===== config.mk =====
export PLATFORM = sky130hd
export DESIGN_NAME = alc_cell
export DESIGN_NICKNAME = d
export VERILOG_FILES = /design/src/rtl/alc_pkg.sv /design/src/rtl/alc_cell.sv
export SDC_FILE = /design/constraint.sdc
export NUM_CORES = 1
export LEC_CHECK = 0
export BUFFER_PORTS_ARGS = -buffer_cell sky130_fd_sc_hd__buf_2
export CAP_MARGIN = 40
export CORE_MARGIN = 2
export CORE_UTILIZATION = 39
export DETAILED_ROUTE_END_ITERATION = 16
export PLACE_DENSITY = 0.93
export SETUP_SLACK_MARGIN = 0.05
export SYNTH_ARGS = -nofsm -noshare
export SYNTH_HDL_FRONTEND = slang
export SYNTH_SLANG_ARGS = --single-unit

===== constraint.sdc =====
create_clock -name aclk -period 2.9 [get_ports aclk]
set_input_delay 0.145 -clock aclk [delete_from_list [all_inputs] [get_ports aclk]]
set_output_delay 0.145 -clock aclk [all_outputs]
set_load 0.005 [all_outputs]

===== src/rtl/alc_pkg.sv =====
// Shared types and constants of the array list engine.
`default_nettype none

package alc_pkg;

    localparam int DEPTH_DEFAULT = 64;

    localparam int WORD_W      = 32;
    localparam int INDEX_W     = 6;
    localparam int OPCODE_W    = 3;
    localparam int COUNT_OUT_W = 7;
    localparam int STATUS_W    = 2;

    localparam int S_FIELDS_W = OPCODE_W + INDEX_W + WORD_W;
    localparam int S_TDATA_W  = ((S_FIELDS_W + 7) / 8) * 8;
    localparam int M_FIELDS_W = 3 * WORD_W + COUNT_OUT_W + 1 + STATUS_W;
    localparam int M_TDATA_W  = ((M_FIELDS_W + 7) / 8) * 8;

    typedef enum logic [OPCODE_W-1:0] {
        OP_PUSH   = 3'd0,
        OP_POP    = 3'd1,
        OP_GET    = 3'd2,
        OP_SET    = 3'd3,
        OP_INSERT = 3'd4,
        OP_REMOVE = 3'd5
    } opcode_t;

    typedef enum logic [STATUS_W-1:0] {
        ST_DONE  = 2'd0,
        ST_EMPTY = 2'd1,
        ST_FULL  = 2'd2
    } status_t;

    // What every cell of the row does on a command.
    typedef enum logic [1:0] {
        ACT_NONE   = 2'd0,
        ACT_WRITE  = 2'd1,
        ACT_INSERT = 2'd2,
        ACT_REMOVE = 2'd3
    } act_t;

    typedef struct packed {
        act_t              act;
        logic [WORD_W-1:0] value;
    } cmd_t;

endpackage

`default_nettype wire


===== src/rtl/alc_cell.sv =====
// One storage cell of the list row with its shift and read-select logic.
`default_nettype none

module alc_cell #(
    parameter int IW  = 6,
    parameter int IDX = 0
) (
    input  wire                         aclk,
    input  wire alc_pkg::cmd_t          cmd,
    input  wire  [IW-1:0]               pos,
    input  wire  [IW-1:0]               back_pos,
    input  wire  [alc_pkg::WORD_W-1:0]  left_word,
    input  wire  [alc_pkg::WORD_W-1:0]  right_word,
    output logic [alc_pkg::WORD_W-1:0]  word,
    output logic [alc_pkg::WORD_W-1:0]  rd_tap,
    output logic [alc_pkg::WORD_W-1:0]  back_tap
);
    import alc_pkg::*;

    localparam logic [IW-1:0] MY_POS = IW'(IDX);

    logic [WORD_W-1:0] word_reg;
    logic [WORD_W-1:0] word_next;

    // Cells above the position move up on insert and down on remove; what
    // lands above the new count is never read.
    always_comb begin
        word_next = word_reg;
        unique case (cmd.act)
            ACT_NONE: begin
                word_next = word_reg;
            end
            ACT_WRITE: begin
                if (MY_POS == pos) word_next = cmd.value;
            end
            ACT_INSERT: begin
                if (MY_POS == pos)     word_next = cmd.value;
                else if (MY_POS > pos) word_next = left_word;
            end
            ACT_REMOVE: begin
                if (MY_POS >= pos) word_next = right_word;
            end
        endcase
    end

    always_ff @(posedge aclk) begin
        word_reg <= word_next;
    end

    assign word     = word_reg;
    assign rd_tap   = (MY_POS == pos)      ? word_reg : '0;
    assign back_tap = (MY_POS == back_pos) ? word_reg : '0;

endmodule

`default_nettype wire

==> qor.yml <==
outcome:
  status: "finished clean"
drt:
  drc_errors: 0
  drt-pass1-iter-count: 4
  dr_wl_met3_um: 674
  wl_met1_mm: 3.22
  met2_length_mm: 4.36
  drt-initial-drc-count: 242
  viasPerCell: 5.55
  routed_wirelength_mm: 8.42
  ant_nets: 0
  vias: 2928
  post_drt_wl_per_cell_um: 15.9
  top_layer: "met4"
critical_path:
  required_ps: 2760
  crit_chain: "buf_2, or4_4, nor3_4, and2_1, buf_2"
  slowest_delay_ps: 710
  critPathKind: "in2out"
  cp-end-kind: "output pin"
  cp_slowest_cell: "nor3_4"
  start_kind: "primary input"
  cp_common_cell: "buf_2"
  crit_arrival_ps: 1860
  cp_max_fo: 32
flow_run:
  maxCapViolCount: 0
cts:
  cts_resized: 0
  cts_root_buf: "clkbuf_8"
  htreeDepth: 2
  clockBufferDepth: 2
  path_clk_slew_ps: 60
  cts_sinks: 32
  cts_tree: "built"
  numCtsBuffers: 5
  cts_hold_buf: 0
  post-cts-setup-buffers: 0
synth:
  synth_edf_count: 32
  synth_most_common_cell: "nor2_1"
  yosys.area.top_type: "edfxtp_1"
  synthesis.area_mm2: 0.00244
  syn_area_per_cell_um2: 9.17
  syn_inst: 266
  synth_seq_cells: 32
  synth_ff_type: "edfxtp_1"
  synth_fp_nets: 377
  yosysSeqAreaShare: 0.394
  async_flop_share: 0
  synth_cell_type_count: 20
  yosys-top-cells-area: "edfxtp_1, a2111oi_0, a221oi_1"
  synth_top_area_frac: 0.394
  yosysWarnings: 0
global_routing:
  grt_max_degree: 46
  grt_pass1_wl_mm: 13.4
  grt_usage: 0.236
  grt_pass1_vias: 2789
  grt-ovfl-total: 0
  grt_antenna_before_repair: 0
sta:
  layout_setup_ws_ps: 900
  slew_viol_final: 0
  rsz0062_at_grt: "no"
  setup-violations-final: 0
  hold_viol: 0
  slew_headroom: 0.393
  max_freq_mhz: 500
  post-route-period-util: 0.690
  tightest_slew_ps: 908
  min_period_ps: 2000
  finalSetupTns_ps: 0
placement:
  numPortBuffers: 206
  dp_hpwl_mm: 6.35
  finalWeightedCongestion: 0.842
  place_ws_ps: 908
cells_and_area:
  drive_above_1_share: 0.506
  layout.nets: 563
  largest_reg_flops: 32
  area_growth_pct: 45.9
  diodes: 0
  layout.filler_cells: 524
  multiInputGateArea_mm2: 0.00119
  final_util: 0.594
  ff_latch_area_um2: 961
power:
  p_int_uw: 873
  switchingPower_uw: 281
  vdd_drop_max_mv: 0.162
  power_leakage_nw: 1.94
  p_sw_frac: 0.243
  comb_power_share: 0.190
  clkPwrFrac: 0.357
  sequentialPowerShare: 0.453
  power.density_mw_per_mm2: 324
floorplan:
  rows: 28
  die_area_mm2: 0.00690
  die_w_um: 83.1
  die_y_um: 83.1
  start_util: 0.407
  io_pins: 207
  core-area_mm2: 0.00599
hold_path:
  min_path_type: "in2reg"
## logic make-up (layout without fill, tap and decap cells)
kind of cell,count (synthesis),after routing,share of synthesized area
DFF,32,32,0.394
and+or+nand+nor,101,101,0.233
AOI/OAI and AO/OA,66,66,0.248
buffers and inverters,67,254,0.125
## layout make-up
class,count,share of cell area
well taps,75,0.0264
inverters,33,0.0348
repair buffers,213,0.305
clock buffers,5,0.0193
clock inverters,3,0.0105
flip-flops and latches,32,0.270
multi-input cells,167,0.334
## worst paths after layout
path,start,to,slack (ps),cells after the start
max,back_pos[3],back_tap[26],900,5
min,cmd[2],word[2]$_DFFE_PP_,240,3
## metal layers
layer	GRT usage	up-vias
li1	-	1378
met1	0.281	1358
met2	0.427	175
met3	0.0408	17
met4	0.0820	0
met5	0	-
## per-stage QoR
step                cell area (um2)  power (mW)  std cells  hold WS, ps
global route                   3560        1.21        528          242
finish                         3560        1.15        528          242
detailed placement             3450       0.750        520          529
floorplan                      2440       0.645        266          411
global placement               3450       0.741        520          523
CTS                            3560        1.16        528          230
## placed cells by master (no fill, tap or decap), types with 2 or more instances in the layout
cell and n:
nor2_1 32, and3_1 32, a221oi_1 28, clkinv_1 2
clkbuf_8 5, and2_1 32, edfxtp_1 32, buf_4 7
inv_1 32, buf_2 206, a2111oi_0 32, a221oi_2 4
## critical path: cells and delay by family
kind	cells	cell delay, ps
buf+inv	2	210
simple gates	3	1500
## power by group through the flow
stage | clock [mW] | combinational, mW | sequential [mW]
after floorplan | 0 | 0.113 | 0.532
after global placement | 0 | 0.208 | 0.533
after detailed placement | 0 | 0.217 | 0.533
after CTS | 0.419 | 0.218 | 0.523
after global routing | 0.440 | 0.243 | 0.523
final | 0.412 | 0.219 | 0.523
Power figures use the tool's default switching activity.
